===== src/design/i2cdws_pkg.sv =====
package i2cdws_pkg;

    // Masked bus status codes of a two-wire master.
    localparam logic [7:0] StatusMask     = 8'hF8;
    localparam logic [7:0] StatusStart    = 8'h08;
    localparam logic [7:0] StatusRstart   = 8'h10;
    localparam logic [7:0] StatusSlaAck   = 8'h18;
    localparam logic [7:0] StatusSlaNack  = 8'h20;
    localparam logic [7:0] StatusDataAck  = 8'h28;
    localparam logic [7:0] StatusArbLost  = 8'h38;

    // Command bytes for the converter.
    localparam logic [7:0] CmdEeprom = 8'h60;
    localparam logic [7:0] CmdDac    = 8'h40;

    // Reset value of the try limit.
    localparam logic [7:0] TryLimitReset = 8'd10;

    typedef enum logic [1:0] {
        ACT_START = 2'd0,
        ACT_BYTE  = 2'd1,
        ACT_STOP  = 2'd2,
        ACT_NONE  = 2'd3
    } t_action;

    typedef enum logic [1:0] {
        OUT_BUSY    = 2'd0,
        OUT_SUCCESS = 2'd1,
        OUT_FAILED  = 2'd2,
        OUT_GAVE_UP = 2'd3
    } t_outcome;

    typedef enum logic [0:0] {
        KIND_REQUEST = 1'b0,
        KIND_STATUS  = 1'b1
    } t_kind;

    typedef enum logic [8:0] {
        PH_IDLE  = 9'b000000001,
        PH_START = 9'b000000010,
        PH_ADDR  = 9'b000000100,
        PH_CMD1  = 9'b000001000,
        PH_LO1   = 9'b000010000,
        PH_HI1   = 9'b000100000,
        PH_CMD2  = 9'b001000000,
        PH_LO2   = 9'b010000000,
        PH_HI2   = 9'b100000000
    } t_phase;

    typedef struct packed {
        logic        kind;
        logic [7:0]  device_address;
        logic [15:0] dac_value;
        logic        eeprom_too;
        logic [7:0]  bus_status;
    } t_item;

    typedef struct packed {
        t_action    action;
        logic [7:0] tx_byte;
        t_outcome   outcome;
        logic       finished;
    } t_result;

endpackage


===== src/design/i2cdws_req_if.sv =====
interface i2cdws_req_if;
    logic        valid;
    logic        ready;
    logic        kind;
    logic [7:0]  device_address;
    logic [15:0] dac_value;
    logic        eeprom_too;
    logic [7:0]  bus_status;

    modport source (
        output valid, kind, device_address, dac_value, eeprom_too, bus_status,
        input  ready
    );
    modport sink (
        input  valid, kind, device_address, dac_value, eeprom_too, bus_status,
        output ready
    );
endinterface


===== src/design/i2cdws_res_if.sv =====
interface i2cdws_res_if;
    logic       valid;
    logic       ready;
    logic [1:0] action;
    logic [7:0] tx_byte;
    logic [1:0] outcome;
    logic       finished;

    modport source (
        output valid, action, tx_byte, outcome, finished,
        input  ready
    );
    modport sink (
        input  valid, action, tx_byte, outcome, finished,
        output ready
    );
endinterface


===== src/design/i2cdws_cfg_if.sv =====
interface i2cdws_cfg_if;
    logic       valid;
    logic       ready;
    logic [7:0] data;

    modport source (
        output valid, data,
        input  ready
    );
    modport sink (
        input  valid, data,
        output ready
    );
endinterface


===== src/design/i2cdws_fsm.sv =====
// Transaction state and the per-item decision. The result is combinational
// from the current state and the item; the state advances when i_step is high.
module i2cdws_fsm (
    input  logic                i_clk,
    input  logic                i_rst_n,
    input  logic                i_step,
    input  i2cdws_pkg::t_item   i_item,
    input  logic [7:0]          i_try_limit,
    output i2cdws_pkg::t_result o_result
);

    i2cdws_pkg::t_phase r_phase, n_phase;
    logic [7:0]         r_tries, n_tries;
    logic [7:0]         r_address, n_address;
    logic [15:0]        r_value, n_value;
    logic               r_eeprom, n_eeprom;

    logic [7:0]         w_status;
    logic [7:0]         w_cmd;
    logic [7:0]         w_tries_base;
    logic               w_exhausted;

    assign w_status     = i_item.bus_status & i2cdws_pkg::StatusMask;
    assign w_cmd        = r_eeprom ? i2cdws_pkg::CmdEeprom : i2cdws_pkg::CmdDac;
    assign w_tries_base = (i_item.kind == i2cdws_pkg::KIND_REQUEST) ? 8'd0 : r_tries;
    assign w_exhausted  = (w_tries_base >= i_try_limit);

    // Decide the next bus action and the next state for the current item.
    always_comb begin
        n_phase   = r_phase;
        n_tries   = r_tries;
        n_address = r_address;
        n_value   = r_value;
        n_eeprom  = r_eeprom;
        o_result  = '{action: i2cdws_pkg::ACT_NONE, tx_byte: 8'd0,
                      outcome: i2cdws_pkg::OUT_BUSY, finished: 1'b0};

        // A request latches its fields and always makes a start attempt.
        if (i_item.kind == i2cdws_pkg::KIND_REQUEST) begin
            n_address = i_item.device_address;
            n_value   = i_item.dac_value;
            n_eeprom  = i_item.eeprom_too;
        end

        if (i_item.kind == i2cdws_pkg::KIND_REQUEST ||
            (r_phase == i2cdws_pkg::PH_START &&
             w_status == i2cdws_pkg::StatusArbLost) ||
            (r_phase == i2cdws_pkg::PH_ADDR &&
             (w_status == i2cdws_pkg::StatusSlaNack ||
              w_status == i2cdws_pkg::StatusArbLost))) begin
            // Start attempt, or give up without a stop once tries are used.
            if (w_exhausted) begin
                n_phase  = i2cdws_pkg::PH_IDLE;
                n_tries  = w_tries_base;
                o_result.outcome  = i2cdws_pkg::OUT_GAVE_UP;
                o_result.finished = 1'b1;
            end else begin
                n_phase  = i2cdws_pkg::PH_START;
                n_tries  = w_tries_base + 8'd1;
                o_result.action = i2cdws_pkg::ACT_START;
            end
        end else begin
            case (r_phase)
                i2cdws_pkg::PH_START: begin
                    if (w_status == i2cdws_pkg::StatusStart ||
                        w_status == i2cdws_pkg::StatusRstart) begin
                        n_phase = i2cdws_pkg::PH_ADDR;
                        o_result.action  = i2cdws_pkg::ACT_BYTE;
                        o_result.tx_byte = r_address;
                    end else begin
                        n_phase = i2cdws_pkg::PH_IDLE;
                        o_result.action   = i2cdws_pkg::ACT_STOP;
                        o_result.outcome  = i2cdws_pkg::OUT_FAILED;
                        o_result.finished = 1'b1;
                    end
                end
                i2cdws_pkg::PH_ADDR: begin
                    if (w_status == i2cdws_pkg::StatusSlaAck) begin
                        n_phase = i2cdws_pkg::PH_CMD1;
                        o_result.action  = i2cdws_pkg::ACT_BYTE;
                        o_result.tx_byte = w_cmd;
                    end else begin
                        n_phase = i2cdws_pkg::PH_IDLE;
                        o_result.action   = i2cdws_pkg::ACT_STOP;
                        o_result.outcome  = i2cdws_pkg::OUT_FAILED;
                        o_result.finished = 1'b1;
                    end
                end
                i2cdws_pkg::PH_CMD1, i2cdws_pkg::PH_LO1, i2cdws_pkg::PH_HI1,
                i2cdws_pkg::PH_CMD2, i2cdws_pkg::PH_LO2, i2cdws_pkg::PH_HI2: begin
                    if (w_status != i2cdws_pkg::StatusDataAck) begin
                        n_phase = i2cdws_pkg::PH_IDLE;
                        o_result.action   = i2cdws_pkg::ACT_STOP;
                        o_result.outcome  = i2cdws_pkg::OUT_FAILED;
                        o_result.finished = 1'b1;
                    end else if (r_phase == i2cdws_pkg::PH_HI2) begin
                        n_phase = i2cdws_pkg::PH_IDLE;
                        o_result.action   = i2cdws_pkg::ACT_STOP;
                        o_result.outcome  = i2cdws_pkg::OUT_SUCCESS;
                        o_result.finished = 1'b1;
                    end else begin
                        o_result.action = i2cdws_pkg::ACT_BYTE;
                        // Low byte follows a command, high byte follows low.
                        if (r_phase == i2cdws_pkg::PH_CMD1 ||
                            r_phase == i2cdws_pkg::PH_CMD2) begin
                            o_result.tx_byte = r_value[7:0];
                        end else if (r_phase == i2cdws_pkg::PH_LO1 ||
                                     r_phase == i2cdws_pkg::PH_LO2) begin
                            o_result.tx_byte = r_value[15:8];
                        end else begin
                            o_result.tx_byte = w_cmd;
                        end
                        case (r_phase)
                            i2cdws_pkg::PH_CMD1: n_phase = i2cdws_pkg::PH_LO1;
                            i2cdws_pkg::PH_LO1:  n_phase = i2cdws_pkg::PH_HI1;
                            i2cdws_pkg::PH_HI1:  n_phase = i2cdws_pkg::PH_CMD2;
                            i2cdws_pkg::PH_CMD2: n_phase = i2cdws_pkg::PH_LO2;
                            default:             n_phase = i2cdws_pkg::PH_HI2;
                        endcase
                    end
                end
                default: begin
                    // A status while idle is ignored.
                    n_phase = i2cdws_pkg::PH_IDLE;
                end
            endcase
        end
    end

    // Control state.
    always_ff @(posedge i_clk) begin
        if (!i_rst_n) begin
            r_phase <= i2cdws_pkg::PH_IDLE;
            r_tries <= 8'd0;
        end else if (i_step) begin
            r_phase <= n_phase;
            r_tries <= n_tries;
        end
    end

    // Held request fields.
    always_ff @(posedge i_clk) begin
        if (i_step) begin
            r_address <= n_address;
            r_value   <= n_value;
            r_eeprom  <= n_eeprom;
        end
    end

endmodule


===== src/design/i2c_dac_write_sequencer_core.sv =====
// Sequencer for one write transaction to a two-wire DAC: a request transaction
// latches address, value and EEPROM flag and orders a start unless try_limit
// is zero; each following status transaction (masked with 0xF8) gets exactly
// one result naming the next bus action (start, byte, stop or none), the
// transmit byte, the outcome and whether the write is finished. Arbitration
// loss or an address NACK restarts while tries remain below try_limit,
// otherwise the block gives up without a stop. One transaction is accepted
// every cycle while the result side does not stall. An accepted item is held
// in the input register; the decision itself is one combinational step in
// front of the result register, which offers the result. A result that is
// held back stalls the input only once both registers are full. try_limit
// resets to 10 and may be written at any time the block is idle; its port is
// always ready.
module i2c_dac_write_sequencer_core (
    input  logic         i_clk,
    input  logic         i_rst_n,
    i2cdws_req_if.sink   i_req,
    i2cdws_res_if.source o_res,
    i2cdws_cfg_if.sink   i_cfg
);

    logic                r_in_valid;
    i2cdws_pkg::t_item   r_in_item;
    logic                r_out_valid;
    i2cdws_pkg::t_result r_out_result;
    logic [7:0]          r_try_limit;

    i2cdws_pkg::t_result w_result;
    logic                w_step;
    logic                w_in_take;

    // The item in the input register advances when the result slot is free.
    assign w_step      = r_in_valid && (!r_out_valid || o_res.ready);
    assign i_req.ready = !r_in_valid || w_step;
    assign w_in_take   = i_req.valid && i_req.ready;
    assign i_cfg.ready = 1'b1;

    // Valid flags and the try limit.
    always_ff @(posedge i_clk) begin
        if (!i_rst_n) begin
            r_in_valid  <= 1'b0;
            r_out_valid <= 1'b0;
            r_try_limit <= i2cdws_pkg::TryLimitReset;
        end else begin
            if (w_in_take) begin
                r_in_valid <= 1'b1;
            end else if (w_step) begin
                r_in_valid <= 1'b0;
            end
            if (w_step) begin
                r_out_valid <= 1'b1;
            end else if (o_res.ready) begin
                r_out_valid <= 1'b0;
            end
            if (i_cfg.valid && i_cfg.ready) begin
                r_try_limit <= i_cfg.data;
            end
        end
    end

    // Input and result payload registers.
    always_ff @(posedge i_clk) begin
        if (w_in_take) begin
            r_in_item <= '{kind: i_req.kind, device_address: i_req.device_address,
                           dac_value: i_req.dac_value, eeprom_too: i_req.eeprom_too,
                           bus_status: i_req.bus_status};
        end
        if (w_step) begin
            r_out_result <= w_result;
        end
    end

    i2cdws_fsm u_fsm (
        .i_clk       (i_clk),
        .i_rst_n     (i_rst_n),
        .i_step      (w_step),
        .i_item      (r_in_item),
        .i_try_limit (r_try_limit),
        .o_result    (w_result)
    );

    assign o_res.valid    = r_out_valid;
    assign o_res.action   = r_out_result.action;
    assign o_res.tx_byte  = r_out_result.tx_byte;
    assign o_res.outcome  = r_out_result.outcome;
    assign o_res.finished = r_out_result.finished;

endmodule


===== src/flat_wrapper.sv =====
// flat-port wrapper written by rule: the top's interface ports become plain ports
module i2c_dac_write_sequencer_core_flat 
  (i_clk, i_rst_n, i_req_valid, i_req_kind, i_req_device_address, i_req_dac_value, i_req_eeprom_too, i_req_bus_status, i_req_ready, o_res_valid, o_res_action, o_res_tx_byte, o_res_outcome, o_res_finished, o_res_ready, i_cfg_valid, i_cfg_data, i_cfg_ready);
  i2cdws_req_if i_req_i ();
  i2cdws_res_if o_res_i ();
  i2cdws_cfg_if i_cfg_i ();
  input  logic i_clk;
  input  logic i_rst_n;
  input wire logic [$bits(i_req_i.valid)-1:0] i_req_valid;
  input wire logic [$bits(i_req_i.kind)-1:0] i_req_kind;
  input wire logic [$bits(i_req_i.device_address)-1:0] i_req_device_address;
  input wire logic [$bits(i_req_i.dac_value)-1:0] i_req_dac_value;
  input wire logic [$bits(i_req_i.eeprom_too)-1:0] i_req_eeprom_too;
  input wire logic [$bits(i_req_i.bus_status)-1:0] i_req_bus_status;
  output wire logic [$bits(i_req_i.ready)-1:0] i_req_ready;
  output wire logic [$bits(o_res_i.valid)-1:0] o_res_valid;
  output wire logic [$bits(o_res_i.action)-1:0] o_res_action;
  output wire logic [$bits(o_res_i.tx_byte)-1:0] o_res_tx_byte;
  output wire logic [$bits(o_res_i.outcome)-1:0] o_res_outcome;
  output wire logic [$bits(o_res_i.finished)-1:0] o_res_finished;
  input wire logic [$bits(o_res_i.ready)-1:0] o_res_ready;
  input wire logic [$bits(i_cfg_i.valid)-1:0] i_cfg_valid;
  input wire logic [$bits(i_cfg_i.data)-1:0] i_cfg_data;
  output wire logic [$bits(i_cfg_i.ready)-1:0] i_cfg_ready;
  assign i_req_i.valid = i_req_valid;
  assign i_req_i.kind = i_req_kind;
  assign i_req_i.device_address = i_req_device_address;
  assign i_req_i.dac_value = i_req_dac_value;
  assign i_req_i.eeprom_too = i_req_eeprom_too;
  assign i_req_i.bus_status = i_req_bus_status;
  assign i_req_ready = i_req_i.ready;
  assign o_res_valid = o_res_i.valid;
  assign o_res_action = o_res_i.action;
  assign o_res_tx_byte = o_res_i.tx_byte;
  assign o_res_outcome = o_res_i.outcome;
  assign o_res_finished = o_res_i.finished;
  assign o_res_i.ready = o_res_ready;
  assign i_cfg_i.valid = i_cfg_valid;
  assign i_cfg_i.data = i_cfg_data;
  assign i_cfg_ready = i_cfg_i.ready;
  i2c_dac_write_sequencer_core u_core (.i_clk(i_clk), .i_rst_n(i_rst_n), .i_req(i_req_i), .o_res(o_res_i), .i_cfg(i_cfg_i));
endmodule

===== config.mk =====
export PLATFORM = sky130hd
export DESIGN_NAME = i2c_dac_write_sequencer_core_flat
export DESIGN_NICKNAME = d
export VERILOG_FILES = /design/src/design/i2cdws_pkg.sv /design/src/design/i2cdws_req_if.sv /design/src/design/i2cdws_res_if.sv /design/src/design/i2cdws_cfg_if.sv /design/src/design/i2cdws_fsm.sv /design/src/design/i2c_dac_write_sequencer_core.sv /design/src/flat_wrapper.sv
export SDC_FILE = /design/constraint.sdc
export NUM_CORES = 1
export LEC_CHECK = 0
export BUFFER_PORTS_ARGS = -buffer_cell sky130_fd_sc_hd__clkbuf_2
export CORE_MARGIN = 5
export CORE_UTILIZATION = 60
export CTS_CLUSTER_SIZE = 10
export DETAILED_ROUTE_END_ITERATION = 6
export PLACE_DENSITY = 0.84
export SYNTH_ARGS = -nofsm -noshare
export SYNTH_HDL_FRONTEND = slang
export SYNTH_SLANG_ARGS = --single-unit

===== constraint.sdc =====
create_clock -name i_clk -period 5.8 [get_ports i_clk]
set_input_delay 0.58 -clock i_clk [delete_from_list [all_inputs] [get_ports i_clk]]
set_output_delay 0.58 -clock i_clk [all_outputs]
set_load 0.005 [all_outputs]

==> run summary <==
The most used flip-flop cell after synthesis is sky130_fd_sc_hd__edfxtp_1. The tree is rooted in a sky130_fd_sc_hd__clkbuf_8. Global router's overall resource usage: 0.1906. The final design area excluding fillers was 4593 sq um.

The final count of negative-setup-slack endpoints was 0; the largest voltage drop on the vdd net was 266.9 uV. The die is 92.11 um wide. The area share of fa/ha/maj cells after synthesis came out at 0.02784.

Clock latency on the worst-skew pair, taken at its later pin, is 0.37 ns. The worst register-to-register path has a setup slack of 2.36 ns. The floorplan step defined a die boundary enclosing 8484 sq um. The run gives 0 as the number of failing hold endpoints at the final stage. The largest individual stage delay along the critical path comes from the cell sky130_fd_sc_hd__nor3_1. The count of nets left with antenna violations once routing finished came out at 0. STA classifies the critical path endpoint as a flip-flop.

Once the clock tree was built, the resizer swapped 0 gates to a different size. Of all cell types, the one taking the most synthesized area is sky130_fd_sc_hd__edfxtp_1. The share of the synthesized area in the top cell type works out to 0.5122. After synthesis, the netlist uses 51 different library cells. By count the netlist is led by 69 x sky130_fd_sc_hd__edfxtp_1, 28 x sky130_fd_sc_hd__nand2_1, 27 x sky130_fd_sc_hd__dfxtp_1.

The headroom to the max-slew limit is 0.1892. The total count of max-transition violations in the final report came out at 0. Ranked by total cell area, the synthesized netlist is headed by sky130_fd_sc_hd__edfxtp_1 51%, sky130_fd_sc_hd__dfxtp_1 13%, sky130_fd_sc_hd__a21oi_1 2.8%. The share of synthesized registers carrying an async set or reset was 0. The area fraction in and, or, nand and nor cells after synthesis was 0.1608; the multiplexer share of the synthesized area was 0.01732. Initial antenna violation count: 0. The core region is 6681 sq um. For this run, the slowest stage of the critical path takes 1.03 ns. The run gives 443 as the number of nets in the finished design. The first detailed-routing pass ran for 5 iterations. 0 antenna diodes ended up in the layout.

For this block, the routed nets add up to 7283 um of wire. Counting every net in the synthesized netlist gives 386. The post-synthesis sequential element count was 96. The run finished with clean final reports. The synthesized netlist occupies a cell area of 4045 sq um. Counting tap cells, the placed design contains a total of 456 instances. The floorplan has 30 rows. The pin count of the biggest net entering global routing was 32; the height of the die was 92.11 um. The source of the critical timing path is u_core.r_in_item[33]. The share of the clock period used by the worst path after layout came out at 0.5936. The cell area power density is 279.4 nW/um^2, and the average detailed-routed wire length per instance is 15.43 um. The via count of the first global-routing pass is 2563. Following the worst setup path forward leads to its endpoint at u_core.u_fsm.r_tries[2]. At the pin with the least slew margin, the transition time is 1.207 ns. The synthesized design contains 69 enable-type register cells.

The number of I/O pins was 63; the post-synthesis share of cell area spent on xor and xnor gates was 0.01299. Counting I/O delays and the setup requirement, the final critical path takes 3.443 ns. Among all cell types in the netlist, the one instantiated most often is sky130_fd_sc_hd__edfxtp_1. Effective utilization at floorplan: 0.6054. Among cell families on the critical path, the largest total delay comes from simple AND/OR/NAND/NOR gates. Clock tree synthesis found a total of 96 sinks. Post-CTS setup-driven buffer insertion count: 0. The hold-fix buffer count after cts came out at 0.

The worst register-to-register path begins at u_core.r_in_item[33]. The area added between synthesis and finish works out to 13.55%. Total buffers and inverters traversed by the critical path: 0.

TritonCTS built the clock tree. For the Yosys warning count, the log shows 0. The complex-gate fraction of the synthesized area works out to 0.1058. Counting along the longest clock path gives a buffer depth of 2. After global routing the overflow that remains totals 0. In this run the critical register-to-register path is captured at u_core.u_fsm.r_tries[2]. Using the TritonRoute via totals, the vias-per-cell ratio works out to 5.663. The HPWL after detailed placement was 5123 um. The tightest min-delay check is of the in2reg type. Number of input and output port buffers inserted: 58.

Summed over all failing endpoints, the final setup total negative slack is 0 ns. The cell count after synthesis came out at 330. The count of filler cells inserted in the layout was 489. The number of DRC violations after detailed routing is 0. The run gives 12650 um as the global-route wire length before repair. By area, the combinational part of the netlist is dominated by simple AND/OR/NAND/NOR gates. Depth of the worst register-to-register path: 8.

In this run, CTS created clock tree buffers numbering 9. The run gives 0.2905 GHz as the highest attainable clock frequency. The area after detailed placement was 4388 sq um; the global placer's final weighted congestion was 0.8859. The worst setup path is launched from a flip-flop. Total number of vias: 2673. The worst setup path is of the reg2reg kind. Excluding fillers, the count of instances in the completed layout stands at 472. The clock input transition at the sequential cells of the worst setup and hold paths is 0.11 ns. Setup repair after global routing left no endpoint under its margin.

After the first detailed-routing iteration, the DRC count stood at 284. In this run the number of H-tree levels came out at 3. The sequential share of the synthesized area was 0.6458.

The tool flagged a number of max-cap violations equal to 0. Traced cell by cell, the critical path runs through nand2_1, ha_1, nand2b_1, a2111oi_0, o311ai_1, nor3_1, a21oi_1, a31o_2. The critical path runs through a total of 8 cells. The analysis attributes to cell leakage a power of 1.698 nW. For the worst setup path, the data arrival time is 3.71 ns. The fraction of layout instances using a drive strength above 1 came out at 0.2321. Of all nets on the critical path, the largest fanout is 14. The tools report the largest clock skew in the final design as 0.01193 ns. The average instance in the mapped netlist occupies 12.26 sq um.

For the worst setup path, the data required time is 6.07 ns.
cell type report:
type	instances	area (sq um)	area share
clock buffer	9	123.9	0.02697
clock inverter	7	81.33	0.01771
inverter	14	52.55	0.01144
multi-input combinational	206	1318	0.2868
sequential	96	2613	0.5688
tap	80	100.1	0.02179
timing repair buffer	60	305.3	0.06647
cells by family (layout without fill, tap and decap cells):
logic type / count (synthesis) / in the layout
buffers and inverters: 28 / 90
AOI/OAI and AO/OA: 63 / 63
xor gates and xnor gates: 6 / 6
and+or+nand+nor: 120 / 120
DFF: 96 / 96
muxes: 7 / 7
other: 1 / 1
adders and majority gates: 9 / 9
where the power goes:
part | internal, W | switching [W] | leakage, nW | total [W]
clock network | 0.000176 | 0.000268 | 0.105 | 0.000443
registers | 0.000764 | 0.0000112 | 0.878 | 0.000775
logic | 0.0000264 | 0.0000384 | 0.715 | 0.0000648
total | 0.000966 | 0.000317 | 1.70 | 0.00128
registers in the layout (all words and copies together) (netlist names):
register,flops
u_core.o_res.action,2
u_core.o_res.finished,1
u_core.o_res.outcome,2
u_core.o_res.tx_byte,8
u_core.o_res.valid,1
u_core.r_in_item,31
u_core.r_in_valid,1
u_core.r_try_limit,8
u_core.u_fsm.r_address,8
u_core.u_fsm.r_eeprom,1
u_core.u_fsm.r_phase,9
u_core.u_fsm.r_tries,8
u_core.u_fsm.r_value,16
cells in the final DEF, fill, tap and decap left out, types with 2 or more instances in the layout:
| master | synthesis | layout |
|---|---|---|
| sky130_fd_sc_hd__and2_1 | 9 | 9 |
| sky130_fd_sc_hd__nand2b_1 | 6 | 6 |
| sky130_fd_sc_hd__xor2_1 | 5 | 5 |
| sky130_fd_sc_hd__edfxtp_1 | 69 | 69 |
| sky130_fd_sc_hd__o21ai_0 | 9 | 9 |
| sky130_fd_sc_hd__inv_6 | 0 | 3 |
| sky130_fd_sc_hd__mux2i_1 | 7 | 7 |
| sky130_fd_sc_hd__o21a_1 | 2 | 2 |
| sky130_fd_sc_hd__ha_1 | 9 | 9 |
| sky130_fd_sc_hd__and3_1 | 3 | 3 |
| sky130_fd_sc_hd__clkbuf_2 | 0 | 58 |
| sky130_fd_sc_hd__nand4_1 | 6 | 6 |
| sky130_fd_sc_hd__or3b_4 | 2 | 2 |
| sky130_fd_sc_hd__nand3b_1 | 3 | 3 |
| sky130_fd_sc_hd__a31o_2 | 4 | 4 |
| sky130_fd_sc_hd__nand3_1 | 12 | 12 |
| sky130_fd_sc_hd__nor2b_1 | 5 | 5 |
| sky130_fd_sc_hd__clkbuf_8 | 0 | 9 |
| sky130_fd_sc_hd__nor4_1 | 3 | 3 |
| sky130_fd_sc_hd__nor3_2 | 2 | 2 |
| sky130_fd_sc_hd__nand2_1 | 28 | 28 |
| sky130_fd_sc_hd__a22oi_1 | 8 | 8 |
| sky130_fd_sc_hd__nor3_1 | 7 | 7 |
| sky130_fd_sc_hd__inv_1 | 13 | 13 |
| sky130_fd_sc_hd__buf_4 | 1 | 2 |
| sky130_fd_sc_hd__inv_8 | 0 | 2 |
| sky130_fd_sc_hd__o211ai_1 | 5 | 5 |
| sky130_fd_sc_hd__a21oi_1 | 23 | 23 |
| sky130_fd_sc_hd__nor2_1 | 26 | 26 |
| sky130_fd_sc_hd__dfxtp_1 | 27 | 27 |
worst min path at each step:
stage / startpoint / endpoint / slack [ns] / depth (start not counted)
finish: i_req_device_address[4] / u_core.r_in_item[29] / 0.37 / 1
global route: i_req_dac_value[4] / u_core.r_in_item[13] / 0.34 / 1
CTS: i_req_device_address[4] / u_core.r_in_item[29] / 0.36 / 1
detailed placement: u_core.r_in_item[25] / u_core.u_fsm.r_address[0] / 0.40 / 0
global placement: u_core.r_in_item[26] / u_core.u_fsm.r_address[1] / 0.40 / 0
floorplan: u_core.r_in_item[25] / u_core.u_fsm.r_address[0] / 0.40 / 0
stage by stage:
step	power, W	worst slack (ns)	hold WS (ns)	util
after floorplan	0.0008252	3.289	0.4003	-
after CTS	0.001291	2.424	0.3603	0.6875
after global placement	0.0008521	2.465	0.4010	0.6567
after global routing	0.001340	2.037	0.3376	0.6875
after detailed placement	0.0008556	2.435	0.4045	0.6567
final	0.001283	2.357	0.3735	0.6875
layer usage:
layer  part of all wire  wire [um]  GRT usage  vias up
met5                  0          0          0        -
met2               0.47       3430     0.2901       85
li1                   -          -          -     1326
met3              0.062        455    0.05250        7
met4             0.0096         70    0.06312        0
met1               0.46       3326     0.2659     1255
(Power assumes the default switching activity.)
